**config.mk**
```make
export PLATFORM = sky130hd
export DESIGN_NAME = contiguous_page_bitmap_allocator_top
export DESIGN_NICKNAME = d
export VERILOG_FILES = /design/src/cpba_pkg.sv /design/src/cpba_map_ram.sv /design/src/contiguous_page_bitmap_allocator_top.sv
export SDC_FILE = /design/constraint.sdc
export NUM_CORES = 2
export LEC_CHECK = 0
export ABC_AREA = 1
export BUFFER_PORTS_ARGS = -buffer_cell sky130_fd_sc_hd__buf_2
export CAP_MARGIN = 5
export CORE_MARGIN = 5
export CORE_UTILIZATION = 46
export DETAILED_ROUTE_END_ITERATION = 12
export GPL_ROUTABILITY_DRIVEN = 0
export PLACE_DENSITY_LB_ADDON = 0.15
export RECOVER_POWER = 50
export SYNTH_ARGS = -nofsm -noshare
export SYNTH_HDL_FRONTEND = slang
export SYNTH_SLANG_ARGS = --single-unit
```
**constraint.sdc**
```tcl
create_clock -name clk -period 8 [get_ports clk]
set_input_delay 1.2 -clock clk [delete_from_list [all_inputs] [get_ports clk]]
set_output_delay 1.2 -clock clk [all_outputs]
set_load 0.005 [all_outputs]
```
**src/cpba_pkg.sv**
```systemverilog
// ----------------------------------------------------------------------------
// cpba_pkg
// Shared types and constants for the contiguous page bitmap allocator.
// ----------------------------------------------------------------------------
package cpba_pkg;

    // default map size in pages
    localparam int MAP_PAGES_DEF = 1024;

    // bitmap word geometry
    localparam int WORD_BITS = 32;
    localparam int WORD_SH   = 5;

    // beat field widths
    localparam int START_W  = 10;
    localparam int COUNT_W  = 11;
    localparam int STATUS_W = 2;
    localparam int BASE_W   = 10;

    // request modes
    localparam logic MODE_ALLOC = 1'b0;
    localparam logic MODE_FREE  = 1'b1;

    // result codes
    typedef enum logic [STATUS_W-1:0] {
        ST_OK       = 2'd0,
        ST_NO_ROOM  = 2'd1,
        ST_BAD_FREE = 2'd2,
        ST_ZERO     = 2'd3
    } status_t;

    // control sequencer states
    typedef enum logic [2:0] {
        S_CLEAR,
        S_IDLE,
        S_SCAN,
        S_CHECK,
        S_MARK,
        S_DONE
    } state_t;

endpackage

```
**src/cpba_map_ram.sv**
```systemverilog
// ----------------------------------------------------------------------------
// cpba_map_ram
// Bitmap word store: one write port, one read port, registered read data.
// ----------------------------------------------------------------------------
module cpba_map_ram #(
    parameter int DEPTH = 32,
    parameter int AW    = 5
) (
    input  logic                           clk,
    input  logic                           we,
    input  logic [AW-1:0]                  waddr,
    input  logic [cpba_pkg::WORD_BITS-1:0] wdata,
    input  logic                           re,
    input  logic [AW-1:0]                  raddr,
    output logic [cpba_pkg::WORD_BITS-1:0] rdata
);
    import cpba_pkg::*;

    logic [WORD_BITS-1:0] mem [DEPTH];

    // write port
    always_ff @(posedge clk)
    begin
        if (we)
        begin
            mem[waddr] <= wdata;
        end
    end

    // read port, registered read data
    always_ff @(posedge clk)
    begin
        if (re)
        begin
            rdata <= mem[raddr];
        end
    end

endmodule

```
**src/contiguous_page_bitmap_allocator_top.sv**
```systemverilog
// Allocate scans bitmap words until a run is found, then reads and marks the words that
//   the run spans. Free reads the words of its range to check them, then reads and marks
//   them; a zero count or a range past the map goes straight to the result.
// Throughput: one request at a time, bounded by the single bitmap read port (one word a cycle).
// Reset: a clearing pass writes every bitmap word; req_stall stays high until it is done.
// ----------------------------------------------------------------------------
// contiguous_page_bitmap_allocator_top
// First-fit allocator over a used/free page bitmap held in a word memory.
// ----------------------------------------------------------------------------
module contiguous_page_bitmap_allocator_top #(
    parameter int MAP_PAGES = cpba_pkg::MAP_PAGES_DEF
) (
    input  logic                          clk,
    input  logic                          rst_n,
    input  logic                          req_valid,
    output logic                          req_stall,
    input  logic                          mode,
    input  logic [cpba_pkg::START_W-1:0]  start_page,
    input  logic [cpba_pkg::COUNT_W-1:0]  page_count,
    output logic                          rsp_valid,
    input  logic                          rsp_stall,
    output logic [cpba_pkg::STATUS_W-1:0] status,
    output logic [cpba_pkg::BASE_W-1:0]   base_page
);
    import cpba_pkg::*;

    localparam int MAP_WORDS = (MAP_PAGES + WORD_BITS - 1) / WORD_BITS;
    localparam int WORD_AW   = (MAP_WORDS > 1) ? $clog2(MAP_WORDS) : 1;
    localparam int PAGE_W    = $clog2(MAP_PAGES + 1);
    localparam int CW        = ((PAGE_W > COUNT_W) ? PAGE_W : COUNT_W) + 2;
    localparam int PAD_BITS  = MAP_PAGES % WORD_BITS;
    localparam logic [WORD_BITS-1:0] PAD_MASK =
        (PAD_BITS == 0) ? '0 : ({WORD_BITS{1'b1}} << PAD_BITS);
    localparam logic [WORD_AW-1:0] LAST_WORD   = WORD_AW'(MAP_WORDS - 1);
    localparam logic [CW-1:0]      MAP_PAGES_C = CW'(MAP_PAGES);
    localparam logic [CW-1:0]      WORD_BITS_C = CW'(WORD_BITS);

    // control registers
    state_t               state_reg, state_next;
    logic [WORD_AW-1:0]   k_reg, k_next;
    logic                 iss_done_reg, iss_done_next;
    logic                 rd_valid_reg, rd_valid_next;
    logic                 rsp_valid_reg, rsp_valid_next;

    // payload registers
    logic [WORD_AW-1:0]   proc_idx_reg, proc_idx_next;
    logic                 mode_reg, mode_next;
    logic [COUNT_W-1:0]   count_reg, count_next;
    logic [CW-1:0]        lo_reg, lo_next;
    logic [CW-1:0]        hi_reg, hi_next;
    logic [CW-1:0]        run_reg, run_next;
    logic [CW-1:0]        run_start_reg, run_start_next;
    status_t              res_status_reg, res_status_next;
    logic [CW-1:0]        res_base_reg, res_base_next;
    logic [STATUS_W-1:0]  status_reg, status_next;
    logic [BASE_W-1:0]    base_reg, base_next;

    // memory port signals
    logic                 mem_we;
    logic [WORD_AW-1:0]   mem_waddr;
    logic [WORD_BITS-1:0] mem_wdata;
    logic                 mem_re;
    logic [WORD_BITS-1:0] mem_rdata;

    // word search signals
    logic [WORD_BITS-1:0]      free_bits;
    logic [5:0][WORD_BITS-1:0] win_g;
    logic [5:0]                tz;
    logic [5:0]                lz;
    logic [2:0]                lg;
    logic [4:0]                sh_full;
    logic [3:0]                sh;
    logic [WORD_BITS-1:0]      win;
    logic [4:0]                pos;
    logic                      carry_hit;
    logic                      found;
    logic [CW-1:0]             base_w;
    logic [CW-1:0]             start_eff;
    logic [CW-1:0]             found_base;
    logic [CW-1:0]             run_new;
    logic [CW-1:0]             run_start_new;

    // range mask signals
    logic [WORD_AW-1:0]   fw;
    logic [WORD_AW-1:0]   lw;
    logic [4:0]           lo_bit;
    logic [4:0]           hi_bit;
    logic [WORD_BITS-1:0] rng_mask;
    logic                 check_fail;
    logic [WORD_BITS-1:0] init_word;
    logic [CW-1:0]        end_sum;
    logic [CW-1:0]        req_lo;

    cpba_map_ram #(
        .DEPTH (MAP_WORDS),
        .AW    (WORD_AW)
    ) u_map_ram (
        .clk   (clk),
        .we    (mem_we),
        .waddr (mem_waddr),
        .wdata (mem_wdata),
        .re    (mem_re),
        .raddr (k_reg),
        .rdata (mem_rdata)
    );

    // first-fit search inside one returned word
    always_comb
    begin
        free_bits = ~mem_rdata;
        tz = 6'd32;
        for (int i = WORD_BITS - 1; i >= 0; i--)
        begin
            if (mem_rdata[i])
            begin
                tz = 6'(i);
            end
        end
        lz = 6'd32;
        for (int i = 0; i < WORD_BITS; i++)
        begin
            if (mem_rdata[i])
            begin
                lz = 6'(WORD_BITS - 1 - i);
            end
        end
        // windows of 2^k free bits starting at each position
        win_g[0] = free_bits;
        for (int k = 1; k < 6; k++)
        begin
            win_g[k] = win_g[k-1] & (win_g[k-1] >> (1 << (k - 1)));
        end
        priority if (count_reg[5]) lg = 3'd5;
        else if (count_reg[4])     lg = 3'd4;
        else if (count_reg[3])     lg = 3'd3;
        else if (count_reg[2])     lg = 3'd2;
        else if (count_reg[1])     lg = 3'd1;
        else                       lg = 3'd0;
        sh_full = count_reg[4:0] ^ (5'd1 << lg);
        sh = sh_full[3:0];
        // two overlapping power-of-two windows cover a window of count bits
        if (count_reg <= COUNT_W'(WORD_BITS))
        begin
            win = win_g[lg] & (win_g[lg] >> sh);
        end
        else
        begin
            win = '0;
        end
        pos = '0;
        for (int i = WORD_BITS - 1; i >= 0; i--)
        begin
            if (win[i])
            begin
                pos = 5'(i);
            end
        end
        base_w     = CW'({proc_idx_reg, 5'b0});
        start_eff  = (run_reg == '0) ? base_w : run_start_reg;
        carry_hit  = (run_reg + CW'(tz)) >= CW'(count_reg);
        found      = rd_valid_reg && (carry_hit || (win != '0));
        found_base = carry_hit ? start_eff : (base_w + CW'(pos));
        // free run carried into the next word
        if (mem_rdata == '0)
        begin
            run_new       = run_reg + WORD_BITS_C;
            run_start_new = start_eff;
        end
        else
        begin
            run_new       = CW'(lz);
            run_start_new = base_w + CW'(6'd32 - lz);
        end
    end

    // page range mask for the word being processed
    always_comb
    begin
        fw = WORD_AW'(lo_reg >> WORD_SH);
        lw = WORD_AW'(hi_reg >> WORD_SH);
        lo_bit = (proc_idx_reg == fw) ? lo_reg[4:0] : 5'd0;
        hi_bit = (proc_idx_reg == lw) ? hi_reg[4:0] : 5'd31;
        rng_mask = ({WORD_BITS{1'b1}} << lo_bit) & ({WORD_BITS{1'b1}} >> (5'd31 - hi_bit));
        check_fail = (mem_rdata & rng_mask) != rng_mask;
        init_word = ((k_reg == '0) ? WORD_BITS'(1) : '0)
                  | ((k_reg == LAST_WORD) ? PAD_MASK : '0);
        req_lo  = CW'(start_page);
        end_sum = req_lo + CW'(page_count);
    end

    // next state, memory control and result
    always_comb
    begin
        state_next      = state_reg;
        k_next          = k_reg;
        iss_done_next   = iss_done_reg;
        proc_idx_next   = proc_idx_reg;
        mode_next       = mode_reg;
        count_next      = count_reg;
        lo_next         = lo_reg;
        hi_next         = hi_reg;
        run_next        = run_reg;
        run_start_next  = run_start_reg;
        res_status_next = res_status_reg;
        res_base_next   = res_base_reg;
        status_next     = status_reg;
        base_next       = base_reg;
        rsp_valid_next  = rsp_valid_reg;
        mem_we          = 1'b0;
        mem_waddr       = proc_idx_reg;
        mem_wdata       = mem_rdata;
        mem_re          = 1'b0;
        req_stall       = (state_reg != S_IDLE);

        // result beat taken
        if (rsp_valid_reg && !rsp_stall)
        begin
            rsp_valid_next = 1'b0;
        end

        // streaming word reads
        if ((state_reg == S_SCAN || state_reg == S_CHECK || state_reg == S_MARK)
            && !iss_done_reg
            && !(state_reg == S_SCAN && found)
            && !(state_reg == S_CHECK && rd_valid_reg && check_fail))
        begin
            mem_re        = 1'b1;
            proc_idx_next = k_reg;
            k_next        = k_reg + 1'b1;
            if ((state_reg == S_SCAN && k_reg == LAST_WORD)
                || (state_reg != S_SCAN && k_reg == lw))
            begin
                iss_done_next = 1'b1;
            end
        end

        unique case (state_reg)
            S_CLEAR:
            begin
                mem_we    = 1'b1;
                mem_waddr = k_reg;
                mem_wdata = init_word;
                k_next    = k_reg + 1'b1;
                if (k_reg == LAST_WORD)
                begin
                    state_next = S_IDLE;
                end
            end
            S_IDLE:
            begin
                if (req_valid)
                begin
                    mode_next     = mode;
                    count_next    = page_count;
                    lo_next       = req_lo;
                    hi_next       = end_sum - CW'(1);
                    res_base_next = '0;
                    iss_done_next = 1'b0;
                    run_next      = '0;
                    run_start_next = '0;
                    if (page_count == '0)
                    begin
                        res_status_next = ST_ZERO;
                        state_next      = S_DONE;
                    end
                    else if (mode == MODE_ALLOC)
                    begin
                        k_next     = '0;
                        state_next = S_SCAN;
                    end
                    else if (end_sum > MAP_PAGES_C)
                    begin
                        res_status_next = ST_BAD_FREE;
                        state_next      = S_DONE;
                    end
                    else
                    begin
                        k_next     = WORD_AW'(req_lo >> WORD_SH);
                        state_next = S_CHECK;
                    end
                end
            end
            S_SCAN:
            begin
                if (rd_valid_reg)
                begin
                    if (found)
                    begin
                        lo_next       = found_base;
                        hi_next       = found_base + CW'(count_reg) - CW'(1);
                        res_base_next = found_base;
                        k_next        = WORD_AW'(found_base >> WORD_SH);
                        iss_done_next = 1'b0;
                        state_next    = S_MARK;
                    end
                    else
                    begin
                        run_next       = run_new;
                        run_start_next = run_start_new;
                        if (proc_idx_reg == LAST_WORD)
                        begin
                            res_status_next = ST_NO_ROOM;
                            state_next      = S_DONE;
                        end
                    end
                end
            end
            S_CHECK:
            begin
                if (rd_valid_reg)
                begin
                    if (check_fail)
                    begin
                        res_status_next = ST_BAD_FREE;
                        state_next      = S_DONE;
                    end
                    else if (proc_idx_reg == lw)
                    begin
                        k_next        = fw;
                        iss_done_next = 1'b0;
                        state_next    = S_MARK;
                    end
                end
            end
            S_MARK:
            begin
                if (rd_valid_reg)
                begin
                    mem_we    = 1'b1;
                    mem_wdata = (mode_reg == MODE_FREE) ? (mem_rdata & ~rng_mask)
                                                        : (mem_rdata | rng_mask);
                    if (proc_idx_reg == lw)
                    begin
                        res_status_next = ST_OK;
                        state_next      = S_DONE;
                    end
                end
            end
            S_DONE:
            begin
                if (!rsp_valid_reg || !rsp_stall)
                begin
                    rsp_valid_next = 1'b1;
                    status_next    = res_status_reg;
                    base_next      = (res_status_reg == ST_OK) ? res_base_reg[BASE_W-1:0] : '0;
                    state_next     = S_IDLE;
                end
            end
            default:
            begin
                state_next = S_CLEAR;
            end
        endcase
    end

    // control state
    always_ff @(posedge clk or negedge rst_n)
    begin
        if (!rst_n)
        begin
            state_reg     <= S_CLEAR;
            k_reg         <= '0;
            iss_done_reg  <= 1'b0;
            rd_valid_reg  <= 1'b0;
            rsp_valid_reg <= 1'b0;
        end
        else
        begin
            state_reg     <= state_next;
            k_reg         <= k_next;
            iss_done_reg  <= iss_done_next;
            rd_valid_reg  <= rd_valid_next;
            rsp_valid_reg <= rsp_valid_next;
        end
    end

    assign rd_valid_next = mem_re;

    // payload state
    always_ff @(posedge clk)
    begin
        proc_idx_reg   <= proc_idx_next;
        mode_reg       <= mode_next;
        count_reg      <= count_next;
        lo_reg         <= lo_next;
        hi_reg         <= hi_next;
        run_reg        <= run_next;
        run_start_reg  <= run_start_next;
        res_status_reg <= res_status_next;
        res_base_reg   <= res_base_next;
        status_reg     <= status_next;
        base_reg       <= base_next;
    end

    // result beat
    assign rsp_valid = rsp_valid_reg;
    assign status    = status_reg;
    assign base_page = base_reg;

endmodule

```
# [Word level (Yosys, flattened, before mapping)]
# Memories as Yosys holds them, arrays and structs flattened. A register that Yosys moved wholly into a read port is not among the register bits.
# Index checks and enable logic that the tools add are counted.
[totals] ff_bits=98 mem_bits_rw=1024 inputBits=26 output_inout_bits=14 wordCells=298 memories=1
[op_classes] addsub=11 n_lt_le_gt_ge=4 eq_ne=28 shifts=4 muxes=186 n_bitwise=13 n_reduce_logical=35
[mem_list] memory="u_map_ram.mem" depth=32 width=32 read_ports=1 rd_clocked_by_memory_dff=1 write_ports=1 line_no="cpba_map_ram.sv:19" source="logic [WORD_BITS-1:0] mem [DEPTH];"
[ops] operator="$mux 6" n=64
[ops] operator="$mux 5" n=45
[ops] operator="$and 32x32->32" n=4
[ops] operator="$mux 32" n=4
[ops] operator="$mux 13" n=8
[ops] operator="$bmux 32 s3" n=1
[ops] operator="$mux 10" n=7
[ops] operator="$not 32->32" n=2
[ops] operator="$pmux 32 s2" n=1
[ops] operator="$pmux 10 s2" n=3
[ops] operator="$pmux 13 s2" n=2
[ops] operator="$mux 3" n=16
[ops] operator="$and 32x16->32" n=1
[ops] operator="$and 32x24->32" n=1
[ops] operator="$and 32x28->32" n=1
[ops] operator="$and 32x30->32" n=1
[ops] operator="$and 32x31->32" n=1
[ops] operator="$logic_not 32->1" n=1
[ops] operator="$ne 32x32->1" n=1
[ops] operator="$or 32x32->32" n=1
[ops] operator="$reduce_bool 32->1" n=1
[ops] operator="$shl 32x5->32 const A" n=1
[ops] operator="$shr 32x4->32" n=1
[ops] operator="$shr 32x5->32 const A" n=1
[ops] operator="47 further kinds" n=112

# [Logic depth before layout (Yosys ltp)]
[depth] word_depth=50 depth_mapped=59 mapped_depth_nobuf=58

# [Hierarchy]
# Synthesis repeated with hierarchy kept, for this count alone.
[hier_totals] cells_unflattened=5324 hier_area_um2=54312.1
[by_module_without_submodules] mod="cpba_map_ram" n_inst=1 cells_per_inst=3536 area_per_inst_um2=42726.0 seq_area_each_um2=31710.4
[by_module_without_submodules] mod="contiguous_page_bitmap_allocator_top" n_inst=1 cells_per_inst=1788 area_per_inst_um2=11586.1 seq_area_each_um2=2797.7

# [Worst setup path before layout]
# No wires, ideal clock.
[synth_timing] path_kind="register to register" start="register u_map_ram.rdata[31] in the netlist's numbering (read register of u_map_ram.mem)" end="register hi_reg[9] (data pin)" setup_ps=253 arrival_ps=6947 required_time_ps=7747 path_slack_ps=801 stages_incl_launch_ff=54 period_less_slack_ps=7199 cell_sequence="edfxtp_1 -> inv_1 -> o21ai_0 -> a21oi_1 -> o21ai_0 -> a21oi_1 -> o21ai_0 -> a21oi_1 -> o21ai_0 -> a21oi_1 -> o21ai_0 -> a21oi_1 -> o21ai_0 -> a21oi_1 -> o21ai_0 -> nand2_1 -> nand2_1 -> nand2_1 -> (+18 left out) -> nand2_1 -> inv_1 -> ha_1 -> inv_1 -> ha_1 -> fa_1 -> a31oi_1 -> nor2_1 -> nor2_1 -> nor2_1 -> nor2_1 -> nor2_1 -> nor2_1 -> nor2_1 -> nor2_1 -> xor2_1 -> nand2_1 -> nand2_1"
[synth_via] elab_chain_len=50
[synth_lines] element="start, declared" line_no="cpba_map_ram.sv:15" source="output logic [cpba_pkg::WORD_BITS-1:0] rdata"
[synth_lines] element="$not 32->32" line_no="contiguous_page_bitmap_allocator_top.sv:110" source="free_bits = ~mem_rdata;"
[synth_lines] element="$and 32x31->32" line_no="contiguous_page_bitmap_allocator_top.sv:131" source="win_g[k] = win_g[k-1] & (win_g[k-1] >> (1 << (k - 1)));"
[synth_lines] element="$and 32x30->32" line_no="contiguous_page_bitmap_allocator_top.sv:131"
[synth_lines] element="$and 32x28->32" line_no="contiguous_page_bitmap_allocator_top.sv:131"
[synth_lines] element="$and 32x24->32" line_no="contiguous_page_bitmap_allocator_top.sv:131"
[synth_lines] element="$and 32x16->32" line_no="contiguous_page_bitmap_allocator_top.sv:131"
[synth_lines] element="$bmux 32 s3" line_no="contiguous_page_bitmap_allocator_top.sv:144" source="win = win_g[lg] & (win_g[lg] >> sh);"
[synth_lines] element="$mux 32 (implied by the code)" line_no="contiguous_page_bitmap_allocator_top.sv:144"
[synth_lines] element="(+35 left out)"
[synth_lines] element="$add 10x5->10" line_no="contiguous_page_bitmap_allocator_top.sv:162" source="found_base = carry_hit ? start_eff : (base_w + CW'(pos));"
[synth_lines] element="$mux 10 (*)" line_no="contiguous_page_bitmap_allocator_top.sv:162"
[synth_lines] element="$add 10x10->10 (*)" line_no="contiguous_page_bitmap_allocator_top.sv:290" source="hi_next = found_base + CW'(count_reg) - CW'(1);"
[synth_lines] element="$sub 10x1->10 (*)" line_no="contiguous_page_bitmap_allocator_top.sv:290"
[synth_lines] element="$mux 10 (*)" line_no="contiguous_page_bitmap_allocator_top.sv:287" source="if (found)"
[synth_lines] element="$mux 10 (*)" line_no="contiguous_page_bitmap_allocator_top.sv:285" source="if (rd_valid_reg)"
[synth_lines] element="$pmux 10 s2 (*)" line_no="contiguous_page_bitmap_allocator_top.sv:237" source="unique case (state_reg)"
[synth_lines] element="named net hi_next[9]" line_no="contiguous_page_bitmap_allocator_top.sv:50" source="logic [CW-1:0] hi_reg, hi_next;"
[synth_lines] element="end signal, assigned" line_no="contiguous_page_bitmap_allocator_top.sv:386" source="hi_reg <= hi_next;"
[synth_lines] element="end, declared" line_no="contiguous_page_bitmap_allocator_top.sv:50"
# Mark *: on every way through the listed nets, which the timed path passes. The rest lies on a longest branch. The select of a mux whose other input is x is not followed.
# A chain may end at the register's enable or synchronous reset.

# [Worst setup path after layout]
[layout_timing] start="register u_map_ram.rdata[30] in the netlist's numbering (read register of u_map_ram.mem)" end="register hi_reg[9] (data pin)"
# The elaborated chain is that of the path after synthesis.

==> results.yml <==
run_status:
  status: "complete, but fails checks"
  violations: "max-capacitance violations, max-slew violations"
floorplanning:
  die_area_um2: 120000
  core-area_um2: 113000
  io_pins: 40
  fp.dieH_um: 347
  num_rows: 123
  die_w_um: 347
  start_util_pct: 46.4
sta:
  max_freq_mhz: 133
  post-route-min-period_ns: 7.51
  drv_slew: 659
  hold_ws_ns: 0.441
  period_share_pct: 93.9
  worstMarginPinSlew_ns: 3.97
  max_slew_margin_pct: -165
  rsz0062_at_grt: "true"
  finClkSkew_ns: 0.0675
  setup_viol: 0
  hold_viol_final: 0
job:
  maxCapViolations: 18
synthesis:
  synth-edff-count: 1140
  synth_cell_types: 69
  synth-simple-area-share_pct: 12.5
  muxShareOfSynthArea_pct: 0.134
  synth_adder_area_share_pct: 1.45
  syn_inst: 4821
  avgSynthCellArea_um2: 10.8
  synth_area_leaders: "edfxtp_1, o21ai_0, nor2_1, o22ai_1, nand2_1"
  synth_compound_area_share_pct: 15.1
  synth_nets: 4905
  seq_area_frac_synth_pct: 66.0
  yosysTopAreaCell: "edfxtp_1"
  synthFlopType: "edfxtp_1"
  synth_top_family_by_area: "compound AO/OA/AOI/OAI gates"
  synthArstFlopShare_pct: 0.956
  synth_top_area_share_pct: 65.5
  synth-xor-area-share_pct: 0.735
  synth.yosys.warnings: 0
  ys_ff_latch: 1151
  syn_area_um2: 52300
detailed_routing:
  post_drt_wl_per_cell_um: 24.7
  vias: 38400
  wl_um: 159000
  postRouteAntennaNets: 0
  via_per_inst: 5.97
  drt-initial-drc-count: 4014
  drc: 0
  dr.pass1.iters: 7
power_and_ir_drop:
  seqPwrFrac_pct: 37.9
  comb_power_share_pct: 39.5
  vdd_drop_max_mv: 0.317
  p_per_area_nw_per_um2: 420
  p_int_mw: 14.5
  p_sw_share_pct: 41.0
  p_clk_share_pct: 22.5
  p_sw_mw: 10.1
  p_leak_nw: 20.1
layout:
  final_common_cell: "edfxtp_1"
  fin_cells: 6436
  layout_common_cells: "edfxtp_1, nor2_1, o21ai_0"
  drive_gt1_share_pct: 8.71
  nFillCells: 10000
  area_growth_syn_to_layout_pct: 11.7
  final_nets: 4919
  largest_register_ffs: 1024
  finalInstanceArea_um2: 58400
  antenna_cells: 0
place:
  place_hpwl_um: 93500
  dp.cells: 6210
  portBuffers: 39
  placed_area_um2: 54600
critical_path:
  worst-r2r-cell-count: 54
  arrival_ns: 7.95
  r2r_end: "hi_reg[9]"
  cp_slowest_cell: "fa_2"
  path_class: "flip-flop to flip-flop"
  cp.required_ns: 8.44
  critPathLaunchType: "flip-flop"
  reg2reg_setup_slack_ns: 0.49
  cp-end-kind: "flip-flop"
  rr_startpoint: "u_map_ram.rdata[30]"
  crit_top_cell: "o21ai_1"
  max_stage_delay_ns: 0.52
  crit_fanout: 3
clock_network:
  tritoncts: "built"
  numCtsBuffers: 120
  path_clk_slew_ns: 0.07
  clock_sinks: 1151
  htree_levels: 3
  clk_path_buf_depth: 3
  insertion_delay_ns: 0.74
  ctsHoldBuffers: 0
  clockRootBuffer: "clkbuf_16"
global_routing:
  grt_max_degree: 200
  grt_pass1_wl_um: 234000
  gr-total-overflow: 0
  antenna_found_initial: 1
  grt_usage_pct: 25.5
  grt_pass1_vias: 35600
min_path:
  hold_end: "status[1]"
  hold_depth: 0
  hp-class: "flip-flop to flip-flop"
  min_from: "res_status_reg[1]"
[how the worst max path moves through the flow]
stage | slack (ns) | to | from | cells past startpoint
3_5_place_dp | 0.08 | hi_reg[9] | u_map_ram.rdata[30] | 52
3_3_place_gp | 0.05 | hi_reg[9] | u_map_ram.rdata[30] | 52
6_report | 0.49 | hi_reg[9] | u_map_ram.rdata[30] | 54
2_1_floorplan | 0.80 | hi_reg[9] | u_map_ram.rdata[31] | 53
5_1_grt | -0.15 | hi_reg[9] | u_map_ram.rdata[30] | 55
4_1_cts | 0.04 | hi_reg[9] | u_map_ram.rdata[30] | 52
[cell families after synthesis]
kind of cell | count (synthesis)
buffers and inverters | 549
AND/OR/NAND/NOR | 1605
AO/OA/AOI/OAI | 1408
XOR/XNOR | 43
multiplexers | 7
adder cells (fa/ha/maj) | 58
flip-flops | 1151
[power by group through the flow]
stage	logic [mW]	clock network, mW	registers [mW]
floorplan	5.94	0	9.17
global placement	9.58	0	9.32
detailed placement	9.64	0	9.33
CTS	9.67	5.62	9.21
global route	10.6	5.87	9.38
finish	9.71	5.53	9.31
[per-stage QoR]
| stage | utilization, % | setup WS (ns) | TNS [ns] | total power, mW |
|---|---|---|---|---|
| after floorplan | - | 0.801 | 0 | 15.1 |
| after detailed placement | 48.5 | 0.0804 | 0 | 19.0 |
| after CTS | 52.0 | 0.0367 | 0 | 24.5 |
| after global routing | 51.8 | -0.148 | -0.257 | 25.8 |
| after global placement | 48.5 | 0.0513 | 0 | 18.9 |
| final | 51.8 | 0.489 | 0 | 24.5 |
[routing by layer]
| layer | share of wire, % | global-route usage (%) | wire length (µm) | vias to the layer above |
|---|---|---|---|---|
| met4 | 3.3 | 7.73 | 5280 | 2 |
| met3 | 7.2 | 3.60 | 11400 | 267 |
| li1 | - | - | - | 17400 |
| met5 | 0.011 | 0 | 17 | - |
| met1 | 43 | 36.5 | 68200 | 19200 |
| met2 | 47 | 40.8 | 74000 | 1542 |
[synth_stat cells, drive strengths merged, types with 35 or more instances]
cell / number
buf: 37
inv: 268
o211ai: 35
nor2: 912
o22ai: 335
o21ai: 852
nand3: 98
ha: 54
edfxtp: 1140
nand2: 510
clkbuf: 238
a21oi: 111
[critical path, delay by kind of cell (launching register included)]
family	cells	cell delay (ns)
buffers and inverters	4	0.17
DFF	1	0.38
adders and majority gates	6	1.80
xor gates and xnor gates	1	0.08
and+or+nand+nor	19	1.70
AOI/OAI and AO/OA	24	3.07
[what timing repair did]
item                       in CTS  in global routing
setup buffers                   0                  2
pin swaps                       0                 13
setup endpoints to repair       1                  7
gates cloned                    0                  0
resized for setup               2                 27
[layout make-up]
class	count	area (µm²)	area share, %
sequential	1151	34500	59.1
timing repair buffer	167	1040	1.79
tap	1500	1880	3.22
clock inverter	74	714	1.22
inverter	274	1050	1.80
multi-input combinational	3121	16000	27.3
clock buffer	149	3210	5.51
Note: power is estimated with default switching activity, not from simulation.
